## src/design/fvts_pkg.sv

```systemverilog
package fvts_pkg;

    localparam int VL_W = 10;
    localparam int ID_W = 31;

    // Operation codes of the input item.
    localparam logic [2:0] OP_ADD_ID   = 3'd0;
    localparam logic [2:0] OP_ADD_AUTO = 3'd1;
    localparam logic [2:0] OP_REMOVE   = 3'd2;
    localparam logic [2:0] OP_SEARCH   = 3'd3;
    localparam logic [2:0] OP_CLEAR    = 3'd4;

    // Status codes of the result item.
    localparam logic [2:0] ST_OK        = 3'd0;
    localparam logic [2:0] ST_FULL      = 3'd1;
    localparam logic [2:0] ST_DUP       = 3'd2;
    localparam logic [2:0] ST_NOT_FOUND = 3'd3;
    localparam logic [2:0] ST_BAD_LEN   = 3'd4;

    localparam logic signed [31:0] NO_ID = 32'hFFFF_FFFF;
    localparam logic [39:0] SIM_MAX = 40'hFF_FFFF_FFFF;
    localparam logic [ID_W-1:0] ID_MAX = '1;

    typedef struct packed {
        logic [2:0]         op;
        logic [ID_W-1:0]    entry_id;
        logic signed [15:0] element;
        logic               last;
    } t_in_item;

    typedef struct packed {
        logic [2:0]         status;
        logic signed [31:0] result_id;
        logic [39:0]        similarity;
        logic [10:0]        entry_count;
        logic [ID_W-1:0]    largest_id;
    } t_out_item;

    typedef enum logic [2:0] {
        S_IDLE,
        S_SCAN,
        S_WROW,
        S_COPY,
        S_SEARCH,
        S_DONE
    } t_state;

    typedef struct packed {
        logic valid;
        logic first;
        logic last;
    } t_mac_tag;

endpackage

```

## src/design/fvts_mac.sv

```systemverilog
module fvts_mac
    import fvts_pkg::*;
#(
    parameter int ACC_W = 42
) (
    input  logic                     i_clk,
    input  logic                     i_rst_n,
    input  logic                     i_clr,
    input  t_mac_tag                 i_tag,
    input  logic signed [15:0]       i_a,
    input  logic signed [15:0]       i_b,
    input  logic [ID_W-1:0]          i_id,
    output logic                     o_busy,
    output logic signed [ACC_W-1:0]  o_best,
    output logic [ID_W-1:0]          o_best_id,
    output logic                     o_found
);

    t_mac_tag                r_tag;
    logic signed [31:0]      r_prod;
    logic [ID_W-1:0]         r_id;
    logic signed [ACC_W-1:0] r_acc;
    logic signed [ACC_W-1:0] r_best;
    logic [ID_W-1:0]         r_bid;
    logic                    r_found;
    logic signed [ACC_W-1:0] n_sum;

    // The running sum restarts on the first element of every row.
    always_comb begin
        n_sum = (r_tag.first ? '0 : r_acc) + {{(ACC_W-32){r_prod[31]}}, r_prod};
    end

    always_ff @(posedge i_clk) begin
        if (!i_rst_n) begin
            r_tag   <= '0;
            r_best  <= '0;
            r_found <= 1'b0;
        end else begin
            r_tag  <= i_tag;
            r_prod <= 32'(i_a) * 32'(i_b);
            r_id   <= i_id;
            if (r_tag.valid) begin
                r_acc <= n_sum;
            end
            if (i_clr) begin
                r_best  <= '0;
                r_found <= 1'b0;
            end else if (r_tag.valid && r_tag.last && n_sum > r_best) begin
                // Strictly greater keeps the earliest entry on a tie.
                r_best  <= n_sum;
                r_bid   <= r_id;
                r_found <= 1'b1;
            end
        end
    end

    assign o_busy    = r_tag.valid;
    assign o_best    = r_best;
    assign o_best_id = r_bid;
    assign o_found   = r_found;

endmodule

```

## config.mk

```make
export PLATFORM = sky130hd
export DESIGN_NAME = fvts_mac
export DESIGN_NICKNAME = d
export VERILOG_FILES = /design/src/design/fvts_pkg.sv /design/src/design/fvts_mac.sv
export SDC_FILE = /design/constraint.sdc
export NUM_CORES = 1
export LEC_CHECK = 0
export ABC_AREA = 1
export BUFFER_PORTS_ARGS = -buffer_cell sky130_fd_sc_hd__clkbuf_2
export CAP_MARGIN = 20
export CORE_ASPECT_RATIO = 1.2
export CORE_MARGIN = 3
export CORE_UTILIZATION = 30
export CTS_BUF_LIST = sky130_fd_sc_hd__clkbuf_2
export DETAILED_ROUTE_END_ITERATION = 16
export GPL_ROUTABILITY_DRIVEN = 0
export PLACE_DENSITY = 0.49
export RECOVER_POWER = 100
export SYNTH_ARGS = -nofsm -noshare
export SYNTH_HDL_FRONTEND = slang
export SYNTH_SLANG_ARGS = --single-unit
```

## constraint.sdc

```tcl
create_clock -name i_clk -period 9.8 [get_ports i_clk]
set_input_delay 0.49 -clock i_clk [delete_from_list [all_inputs] [get_ports i_clk]]
set_output_delay 0.49 -clock i_clk [all_outputs]
set_load 0.01 [all_outputs]
```

; ---- After elaboration in Yosys (flattened, before gate mapping)
; Cells that the tools add are included.
[totals]
register_bits = 182
in_bits = 69
elab_cells = 20
[op_classes]
addsub = 1
n_mul = 1
order_cmp = 1
muxes = 1
n_bitwise = 2
n_reduce_logical = 5
[ops]
columns = op, count
row1 = 42-bit adder, 1
row2 = 42-bit greater-than comparator, 1
row3 = 42-bit two-way mux, 1
row4 = 16-bit by 16-bit multiplier with 32-bit output, 1
row5 = 3-bit AND reduction, 1
row6 = 1-bit logical AND, 2
row7 = 1-bit NOT, 2
row8 = 2-bit AND reduction, 1
row9 = 2-bit OR reduction, 1

; ---- Longest topological paths before layout
; Gate-level depths: netlist of run 1.
[logic_depth]
depth_word = 5
mapped_depth = 35
depth_no_buf = 33

; ---- Worst setup path before layout of run 1
; OpenSTA, ideal clock, no wires.
[synth_path]
path_type = in2reg
start = input i_b[6]
end = register r_prod[28], data pin
arrival_ps = 5611
required_ps = 9535
slack_ps = 3925
stages = 18
path_cell_list = clkbuf_1 > clkbuf_1 > nand2_1 > fa_1 > inv_1 > fa_1 > fa_1 > fa_1 > fa_1 > inv_1 > fa_1 > inv_1 > ha_1 > a21oi_1 > o21ai_0 > a221oi_1 > o211ai_1 > xor2_1
[synth_between]
elab_chain_cells = 1
[synth_rtl]
columns = item, line
row1 = from (decl), fvts_mac.sv:11  ; input logic signed [15:0] i_b,
row2 = 16-bit by 16-bit multiplier with 32-bit output, fvts_mac.sv:40  ; r_prod <= 32'(i_a) * 32'(i_b);
row3 = to (signal assigned), fvts_mac.sv:40
row4 = to (decl), fvts_mac.sv:20  ; logic signed [31:0] r_prod;
; No other way between the ends.
; A chain may end at the register's enable or synchronous reset.

; ---- Worst setup path in the final report of run 1
[layout_path]
start = register r_tag[1] in the netlist's numbering
end = register r_bid[22], in the netlist o_best_id[22] (enable)
[layout_between]
elab_chain_cells = 5
[layout_rtl]
columns = item, line
row1 = from (decl), fvts_mac.sv:19  ; t_mac_tag r_tag;
row2 = from (signal assigned), fvts_mac.sv:39  ; r_tag <= i_tag;
row3 = 42-bit two-way mux, fvts_mac.sv:30  ; n_sum = (r_tag.first ? '0 : r_acc) + {{(ACC_W-32){r_prod[31]}}, r_prod};
row4 = 42-bit adder, fvts_mac.sv:30
row5 = net n_sum[27], fvts_mac.sv:26  ; logic signed [ACC_W-1:0] n_sum;
row6 = 42-bit greater-than comparator, fvts_mac.sv:48  ; end else if (r_tag.valid && r_tag.last && n_sum > r_best) begin
row7 = 1-bit logical AND, fvts_mac.sv:48
row8 = 3-bit AND reduction (no source line), n/a
row9 = to (signal assigned), fvts_mac.sv:51  ; r_bid <= r_id;
row10 = to (decl), fvts_mac.sv:24  ; logic [ID_W-1:0] r_bid;
; The timed path passes the listed nets, and every way through them passes these cells.

==> summary.txt, run 1 <==
outcome: finished, violations left
failing checks: capacitance limit, slew limit
CTS Sinks: 182
ys flop type: edfxtp_1
Multi-input gate area: 0.0130 mm²
syn nets: 3206
die width: 248 µm
routed vias: 16.2k
Critical Path Start Type: flop
GR Overflow Total: 0
final clock period utilization by the worst path: 75.9%
sequential element share of the synthesized area: 23.7%
CP Max Fanout: 41
final setup vio count: 0
clock buffer count from CTS: 17
max-slew violations: 134
Routed WL: 56300 µm
CTS tree: yes
initial core utilization: 30.6%
I/O Buffers: 143
routed len/inst: 15.0 µm
Post-synth ARST share: 0%
Worst Reg-to-Reg Cells: 29
worst hold path type: in2reg
placed standard-cell area: 0.0227 mm²
Slew headroom: -84.9%
setup slack, reg-to-reg: 2.36 ns
Least-Margin Pin Slew: 2.77 ns
GRT met3 Usage: 1.50%
Hold Crit Endpoint: o_best[3]$_SDFFE_PP0P_
Core Region: 0.0690 mm²
Cell Area, Synth: 0.0211 mm²
gate count of the mapped netlist: 2709
max_cap viols: 3
share of layout cells above drive strength 1: 4.14%
Via density: 4.32
RSZ-0062 raised after global routing: false
WP data required: 10.39 ns
r2r startpoint: r_tag[1]$_SDFF_PN0_
pin count of the biggest net entering global routing: 49
CP endpoint kind: flop
most common cell after layout, fill and taps aside: inv_1
Final HPWL DP: 46800 µm
hold path startpoint: i_clr
Layout area overhead: 10.2%
share of the synthesized area in the top cell type: 25.0%
post-synth cell types: 36
Nets: 3335
clock latency on the worst-skew pair: 0.92 ns
Avg Inst Size Synth: 7.78 µm²
CP max-delay cell: clkbuf_1
cell taking the most area after synthesis: fa_1
worst path arrival time: 8.02 ns
vias in the first global route: 16.9k
CTS Buffer Depth: 2
Die Height: 296 µm
initial antenna violation count: 1
1st-iter DRT viols: 645
#FFs+latches synth: 182
fill count: 7502
M1 GR Usage: 20.2%
final worst path period need: 7.44 ns
antenna violation net count after detailed routing: 0
register area: 0.00500 mm²
final std cell area, no fill: 0.0232 mm²
synth warn: 0
I/O pins: 144
gr usage total: 15.7%
FP Rows: 105
global-route wire length before repair: 90800 µm
Pre-antenna DRT Iters: 5
peak per-stage delay on the critical path: 1.60 ns
Worst Hold Depth: 5
worst r2r dst: o_best_id[22]$_DFFE_PP_
Worst-path clk slew: 0.37 ns
post-route setup slack: 2.36 ns
most used cell, CP: nand2_1
pre-CTS WS: 3.26 ns
clock skew: 0.0629 ns
setup tns final: 0 ns
commonest non-fill, non-tap cells in the layout: inv_1 (734), nand2_1 (700), fa_1 (263), nor2_1 (247), ha_1 (165)
GR met2 Demand/Resource: 28.5%
Root Buffer: clkbuf_2
H-tree depth: 4
most used routing layer: met2
Post-CTS Setup Repair Bufs: 0
Fmax: 134 MHz
Final Hold Vio Count: 0
DRC viols: 0
EDFF count, synth: 136
CP Class: reg2reg
die area: 0.0735 mm²
ranking of synthesized cells by area: fa_1 (25%), edfxtp_1 (19%), inv_1 (13%)
[how the worst max path moves through the flow]
stage | start | endpoint | slack [ns] | cells after the start
after detailed placement | i_b[1] | r_prod[29]$_DFFE_PP_ | 3.26 | 19
after global routing | r_tag[1]$_SDFF_PN0_ | o_best_id[17]$_DFFE_PP_ | 1.64 | 29
final | r_tag[1]$_SDFF_PN0_ | o_best_id[22]$_DFFE_PP_ | 2.36 | 29
after floorplan | i_b[6] | r_prod[28]$_DFFE_PP_ | 3.92 | 18
after CTS | r_tag[1]$_SDFF_PN0_ | o_best_id[14]$_DFFE_PP_ | 3.59 | 31
after global placement | i_b[4] | r_prod[29]$_DFFE_PP_ | 3.27 | 19
[cell families (layout without fill, tap and decap cells)]
| family | count (synthesis) | count (layout) | share of synthesized area [%] |
|---|---|---|---|
| AO/OA/AOI/OAI | 147 | 147 | 3.81 |
| XOR/XNOR | 55 | 55 | 2.28 |
| adder cells (fa/ha/maj) | 428 | 428 | 34.8 |
| buffers and inverters | 812 | 954 | 14.7 |
| flip-flops | 182 | 182 | 23.7 |
| other | 0 | 1 | 0 |
| AND/OR/NAND/NOR | 1085 | 1085 | 20.7 |
[routing by layer]
layer	up-vias	share of wire, %
met3	54	2.5
met5	-	0
met1	7679	46
met2	222	50
li1	8288	-
met4	0	1.8
[worst max-delay path, delay by kind of cell, from the launching register on]
family        cells  cell delay, ns
xor+xnor          1            0.43
flops             1            0.39
fa+ha+maj         2            0.62
simple gates     22            3.23
buf+inv           4            2.42
[metrics by stage]
step | hold slack [ns] | util (%) | instances
detailed placement | 0.405 | 32.8 | 3690
global placement | 0.401 | 32.8 | 3690
CTS | 0.00657 | 33.9 | 3760
floorplan | 0.400 | - | 2709
global route | 0.0417 | 33.7 | 3761
finish | 0.118 | 33.7 | 3761
[area by class of cell]
class / count / area share, %
clock buffer: 17 / 0.366
clock inverter: 15 / 0.975
multi-input combinational: 1715 / 55.9
sequential: 182 / 21.5
antenna: 1 / 0.0108
tap: 909 / 4.89
inverter: 735 / 11.9
timing repair buffer: 187 / 4.44
[flip-flops by register name (all words and copies together) (netlist names)]
register	count
o_best	42
o_best_id	31
o_busy	1
o_found	1
r_acc	42
r_id	31
r_prod	32
r_tag	2
[synth_stat cells (2+ instances only)]
master and number:
a21o_1 7, inv_2 2, nand2_1 700, xor2_1 40
buf_6 5, edfxtp_1 136, o21ai_0 35, nand3_1 63
nand3_4 2, xnor2_1 15, a31oi_1 7, nand2_2 2
dfxtp_1 46, nor3_1 9, buf_2 4, fa_1 263
nand4_1 50, nor2_2 2, inv_1 733, o21bai_1 9
nor2_1 248, a21oi_1 83, ha_1 165, clkbuf_1 67
or2_2 5
[timing repair]
action                    CTS  global route
hold buffers               38             0
hold endpoints to repair   49             0
gates resized for setup     0             0
Power of run 1 is left out: the tool's default activity adds up to more than one toggle a clock period on the data nets, which glitch-free logic cannot reach.
==> run 2, diff against run 1 <==
--- a/config.mk
+++ b/config.mk
@@ -14,7 +14,7 @@
 export CTS_BUF_LIST = sky130_fd_sc_hd__clkbuf_2
 export DETAILED_ROUTE_END_ITERATION = 16
 export GPL_ROUTABILITY_DRIVEN = 0
-export PLACE_DENSITY = 0.49
+export PLACE_DENSITY = 0.51
 export RECOVER_POWER = 100
 export SYNTH_ARGS = -nofsm -noshare
 export SYNTH_HDL_FRONTEND = slang
==> constraint.sdc (replaced) <==
create_clock -name i_clk -period 6.37 [get_ports i_clk]
set_input_delay 0.3185 -clock i_clk [delete_from_list [all_inputs] [get_ports i_clk]]
set_output_delay 0.3185 -clock i_clk [all_outputs]
set_load 0.01 [all_outputs]
==> summary.txt, run 2 (synthesis results as in run 1) <==
outcome: finished, violations left
worst path cell trace: buf_4 -> nor2_1 -> ha_1 -> nand2_1 -> nor2_1 -> nand2_1 -> nor2_1 -> nand2_1 -> nand3_1 -> nand2_1 -> inv_1 -> nor2_1 -> nand2_1 -> nand2_1 -> ha_1 -> nand2_1 -> nor2_1 -> nand3_2 -> nor3_2 -> nand2_1 -> nand3_4 -> nand3_4 -> nor2_1 -> clkbuf_2
Final HPWL DP: 46500 µm (-0.65%)
die area: 0.0735 mm² (unchanged)
Pre-antenna DRT Iters: 5 (unchanged)
Root Buffer: clkbuf_2
clock buffer count from CTS: 17 (unchanged)
final std cell area, no fill: 0.0233 mm² (+0.14%)
Crit path max-delay family: simple AND/OR/NAND/NOR gates
placed standard-cell area: 0.0228 mm² (+0.72%)
clock skew: 0.0513 ns (-0.0116 ns)
max-slew violations: 110 (-18%)
most common cell after layout, fill and taps aside: inv_1
FP Rows: 105 (unchanged)
final clock period utilization by the worst path: 87.2% (+11 points)
WP data required: 6.89 ns (-3.50 ns)
WP buf/inv: 3 (-1)
worst hold path type: in2reg
most used cell, CP: nand2_1
share of layout cells above drive strength 1: 4.64% (+0.50 points)
final setup vio count: 0 (unchanged)
gr usage total: 15.6% (-0.13 points)
DRC viols: 0 (unchanged)
RSZ-0062 raised after global routing: false
Core Region: 0.0690 mm² (unchanged)
vias in the first global route: 17.2k (+1.5%)
Final Hold Vio Count: 0 (unchanged)
CP Max Fanout: 39 (-4.9%)
commonest non-fill, non-tap cells in the layout: inv_1 (734), nand2_1 (701), fa_1 (263), nor2_1 (247), ha_1 (165)
Worst-path clk slew: 0.26 ns (-0.11 ns)
Fin Hold WS: 0.0808 ns (-0.0376 ns)
I/O Buffers: 143 (unchanged)
CP Class: reg2reg
hold path startpoint: i_a[0]
r2r startpoint: r_tag[1]$_SDFF_PN0_
Layout area overhead: 10.4%
Die Height: 296 µm (unchanged)
routed vias: 16.4k (+0.81%)
fill count: 7521 (+0.25%)
antenna violation net count after detailed routing: 0 (unchanged)
Critical path origin: r_tag[1]$_SDFF_PN0_
max_cap viols: 2 (-1)
setup tns final: 0 ns (unchanged)
die width: 248 µm (unchanged)
H-tree depth: 4 (unchanged)
Nets: 3353 (+0.54%)
GR Overflow Total: 0 (unchanged)
peak per-stage delay on the critical path: 0.60 ns (-1.00 ns)
final worst path period need: 5.55 ns (-1.88 ns)
post-route setup slack: 0.818 ns (-1.55 ns)
Fmax: 180 MHz (+34%)
Via density: 4.33 (+0.30%)
Slew headroom: -143% (-58 points)
pre-CTS WS: 0.294 ns (-2.97 ns)
initial antenna violation count: 1 (unchanged)
Critical Path Start Type: flop
CTS Buffer Depth: 2 (unchanged)
CTS tree: yes
CTS Sinks: 182 (unchanged)
initial core utilization: 30.6% (unchanged)
CP endpoint kind: flop
Post-CTS Setup Repair Bufs: 0 (unchanged)
Least-Margin Pin Slew: 3.64 ns (+0.866 ns)
failing checks: capacitance limit, slew limit
I/O pins: 144 (unchanged)
routed len/inst: 14.7 µm (-2.0%)
worst path arrival time: 6.07 ns (-1.95 ns)
clock latency on the worst-skew pair: 0.87 ns (-0.05 ns)
pin count of the biggest net entering global routing: 67 (+37%)
1st-iter DRT viols: 825 (+28%)
global-route wire length before repair: 90700 µm (about the same)
Routed WL: 55500 µm (-1.5%)
CP max-delay cell: clkbuf_2
run 2: final cells by class:
cell class	count	area [µm²]	area share, %
multi-input cells	1715	13000	55.8
clock inverters	13	151	0.651
inverters	735	2760	11.9
flip-flops and latches	182	5000	21.5
clock buffers	19	95.1	0.409
well taps	909	1140	4.89
diodes	2	5.00	0.0215
repair buffers	205	1130	4.87
run 2: through the flow:
step                utilization [%]  std cells
floorplan                         -       2709
global placement               33.1       3711
detailed placement             33.1       3711
CTS                            33.9       3778
global route                   33.7       3779
finish                         33.7       3780
run 2: layer usage:
| layer | track usage (%) | part of all wire [%] |
|---|---|---|
| met1 | 20.4 | 46 |
| met2 | 27.9 | 48 |
| met3 | 1.38 | 3.5 |
| met4 | 3.39 | 1.7 |
| met5 | 0 | 0 |
run 2: what timing repair did:
item | CTS | global route
gates resized for setup | 0 | 0
hold endpoints to repair | 70 | 0
hold buffers | 35 | 0
run 2: worst register-to-register path, stage by stage (launching register included):
cell and delay, ns:
dfxtp_1 0.46, buf_4 0.42, nor2_1 0.18, ha_1 0.39
nand2_1 0.11, nor2_1 0.31, nand2_1 0.16, nor2_1 0.17
nand2_1 0.09, nand3_1 0.19, nand2_1 0.08, inv_1 0.09
nor2_1 0.04, nand2_1 0.07, nand2_1 0.18, ha_1 0.34
nand2_1 0.07, nor2_1 0.14, nand3_2 0.11, nor3_2 0.32
nand2_1 0.18, nand3_4 0.30, nand3_4 0.11, nor2_1 0.10
clkbuf_2 0.60
run 2: path summary, 6_finish.rpt:
| kind | to | slack, ns | cells past startpoint |
|---|---|---|---|
| setup / recovery | o_best_id[6]$_DFFE_PP_ | 0.82 | 24 |
| hold / removal | r_prod[0]$_DFFE_PP_ | 0.08 | 4 |
| setup reg to reg | o_best_id[6]$_DFFE_PP_ | 0.82 | 24 |
| hold reg to reg | o_best_id[22]$_DFFE_PP_ | 0.44 | 0 |
Power of run 2 is left out for the same reason.
==> run 3, diff against run 2 <==
--- a/config.mk
+++ b/config.mk
@@ -5,7 +5,6 @@
 export SDC_FILE = /design/constraint.sdc
 export NUM_CORES = 1
 export LEC_CHECK = 0
-export ABC_AREA = 1
 export BUFFER_PORTS_ARGS = -buffer_cell sky130_fd_sc_hd__clkbuf_2
 export CAP_MARGIN = 20
 export CORE_ASPECT_RATIO = 1.2
==> summary.txt, run 3 <==
outcome: finished, violations left
failing checks: capacitance limit, slew limit
Nets: 2619 (-22%)
Post-synth ARST share: 0% (unchanged)
initial antenna violation count: 1 (unchanged)
antenna violation net count after detailed routing: 0 (unchanged)
pin count of the biggest net entering global routing: 43 (-36%)
Root Buffer: clkbuf_2
count leader, synth: inv_1
placed standard-cell area: 0.0211 mm² (-7.4%)
share of the synthesized area in the top cell type: 27.4% (+2.4 points)
sequential element share of the synthesized area: 26.0% (+2.3 points)
max-slew violations: 115 (+4.5%)
gr usage total: 14.1% (-1.5 points)
die area: 0.0672 mm² (-8.6%)
GR Overflow Total: 0 (unchanged)
final setup vio count: 0 (unchanged)
CTS Buffer Depth: 2 (unchanged)
Cell Area, Synth: 0.0192 mm² (-8.8%)
CTS Sinks: 182 (unchanged)
global-route wire length before repair: 76700 µm (-15%)
commonest non-fill, non-tap cells in the layout: inv_1 (369), fa_1 (263), nand2_1 (166), ha_1 (165), edfxtp_1 (136)
final std cell area, no fill: 0.0216 mm² (-7.3%)
die width: 237 µm (-4.4%)
I/O Buffers: 143 (unchanged)
initial core utilization: 30.4% (-0.20 points)
cell taking the most area after synthesis: fa_1
Via density: 4.56 (+5.3%)
WP data required: 6.92 ns (+0.03 ns)
CP endpoint kind: flop
Pre-antenna DRT Iters: 5 (unchanged)
ys flop type: edfxtp_1
final worst path period need: 5.84 ns (+0.288 ns)
routed vias: 13.5k (-18%)
Critical Path Start Type: flop
most common cell after layout, fill and taps aside: inv_1
Fin Hold WS: 0.164 ns (+0.0836 ns)
vias in the first global route: 14.3k (-17%)
Core Region: 0.0633 mm² (-8.2%)
clock skew: 0.0264 ns (-0.0249 ns)
Final Hold Vio Count: 0 (unchanged)
1st-iter DRT viols: 723 (-12%)
Die Height: 283 µm (-4.4%)
Synth top cells by count: inv_1 (369), fa_1 (263), nand2_1 (166)
Avg Inst Size Synth: 9.97 µm² (+28%)
I/O pins: 144 (unchanged)
#FFs+latches synth: 182 (unchanged)
CP Max Fanout: 31 (-21%)
Routed WL: 46600 µm (-16%)
worst path arrival time: 6.39 ns (+0.32 ns)
Slew headroom: -90.2% (+52 points)
Worst Hold Depth: 2 (-2)
final clock period utilization by the worst path: 91.7% (+4.5 points)
CP Class: reg2reg
Worst Reg-to-Reg Cells: 24 (unchanged)
max_cap viols: 3 (+1)
routed len/inst: 15.7 µm (+7.2%)
FP Rows: 101 (-3.8%)
CTS tree: yes
fill count: 6534 (-13%)
gate count of the mapped netlist: 1928 (-29%)
EDFF count, synth: 136 (unchanged)
Fmax: 171 MHz (-4.9%)
ranking of synthesized cells by area: fa_1 (27%), edfxtp_1 (21%), ha_1 (11%)
DRC viols: 0 (unchanged)
synth warn: 0 (unchanged)
Final HPWL DP: 39000 µm (-16%)
worst hold path type: in2reg
setup tns final: 0 ns (unchanged)
share of layout cells above drive strength 1: 7.26% (+2.6 points)
syn nets: 2425 (-24%)
clock latency on the worst-skew pair: 0.85 ns (-0.02 ns)
Least-Margin Pin Slew: 2.85 ns (-0.789 ns)
RSZ-0062 raised after global routing: false
H-tree depth: 4 (unchanged)
clock buffer count from CTS: 17 (unchanged)
post-synth cell types: 57 (+58%)
Worst-path clk slew: 0.27 ns (about the same)
Layout area overhead: 12.2%
-- run 3: cell count changes in the layout (fill, tap and decap cells not counted), moves of 34 or more --
cell,change
nand2_1,-535
inv_1,-365
nor2_1,-158
and2_1,+123
nand3_1,-47
nor2b_1,+47
mux2i_1,+36
xnor2_1,+34
-- run 3: critical path: stages (launching register included) --
cell and delay, ns:
dfxtp_2 0.50, nor2b_1 0.16, ha_1 0.17, inv_1 0.06
fa_1 0.42, nand2b_1 0.21, a211oi_1 0.41, o2111ai_1 0.27
a211oi_1 0.28, buf_4 0.16, o211ai_1 0.15, o211ai_1 0.35
a21oi_1 0.14, xnor2_1 0.18, ha_1 0.33, nand4_1 0.09
or2_2 0.32, nor4_1 0.31, buf_4 0.18, a211oi_1 0.09
xnor2_1 0.19, nor2_4 0.15, nand2_1 0.06, inv_1 0.08
buf_6 0.27
-- run 3: path summary, 6_finish.rpt --
| check | slack (ns) | to | from |
|---|---|---|---|
| worst max-delay path | 0.53 | o_best_id[10]$_DFFE_PP_ | r_tag[1]$_SDFF_PN0_ |
| worst min-delay path | 0.16 | r_id[23]$_DFFE_PP_ | i_id[23] |
| worst max register to register | 0.53 | o_best_id[10]$_DFFE_PP_ | r_tag[1]$_SDFF_PN0_ |
| worst min register to register | 0.45 | o_best_id[8]$_DFFE_PP_ | r_id[8]$_DFFE_PP_ |
-- run 3: cells by family after synthesis --
group / synth area share, %
multiplexers: 1.87
flip-flops: 26.0
XOR/XNOR: 3.37
AO/OA/AOI/OAI: 7.95
buffers and inverters: 8.76
adder cells (fa/ha/maj): 38.1
AND/OR/NAND/NOR: 13.9
-- run 3: final cells by class --
class / instances / area, µm² / area share (%)
clock inverter: 14 / 134 / 0.621
sequential: 182 / 5010 / 23.2
inverter: 369 / 1390 / 6.42
tap: 824 / 1030 / 4.78
clock buffer: 18 / 90.1 / 0.418
timing repair buffer: 237 / 1390 / 6.43
antenna: 1 / 2.50 / 0.0116
multi-input combinational: 1315 / 12500 / 58.1
-- run 3: what timing repair did --
| action | 4_1_cts | 5_1_grt |
|---|---|---|
| hold buffers | 37 | 0 |
| resized for setup | 0 | 2 |
| setup endpoints to repair | 0 | 74 |
| hold endpoints to repair | 41 | 0 |
| buffers inserted | 0 | 0 |
-- run 3: metrics by stage --
step                cells  util (%)  setup WS, ns
floorplan            1928         -         0.463
detailed placement   2890      33.4        0.0423
CTS                  2959      34.3        0.0631
global route         2960      34.1        0.0453
global placement     2890      33.4         0.114
finish               2960      34.1         0.531
-- run 3: metal layers --
metal	routed length, µm	part of all wire [%]	track usage (%)
met1	22500	48	19.4
met2	21900	47	23.9
met3	1650	3.5	1.59
met4	506	1.1	2.75
met5	0	0	0
Power of run 3 is left out for the same reason.
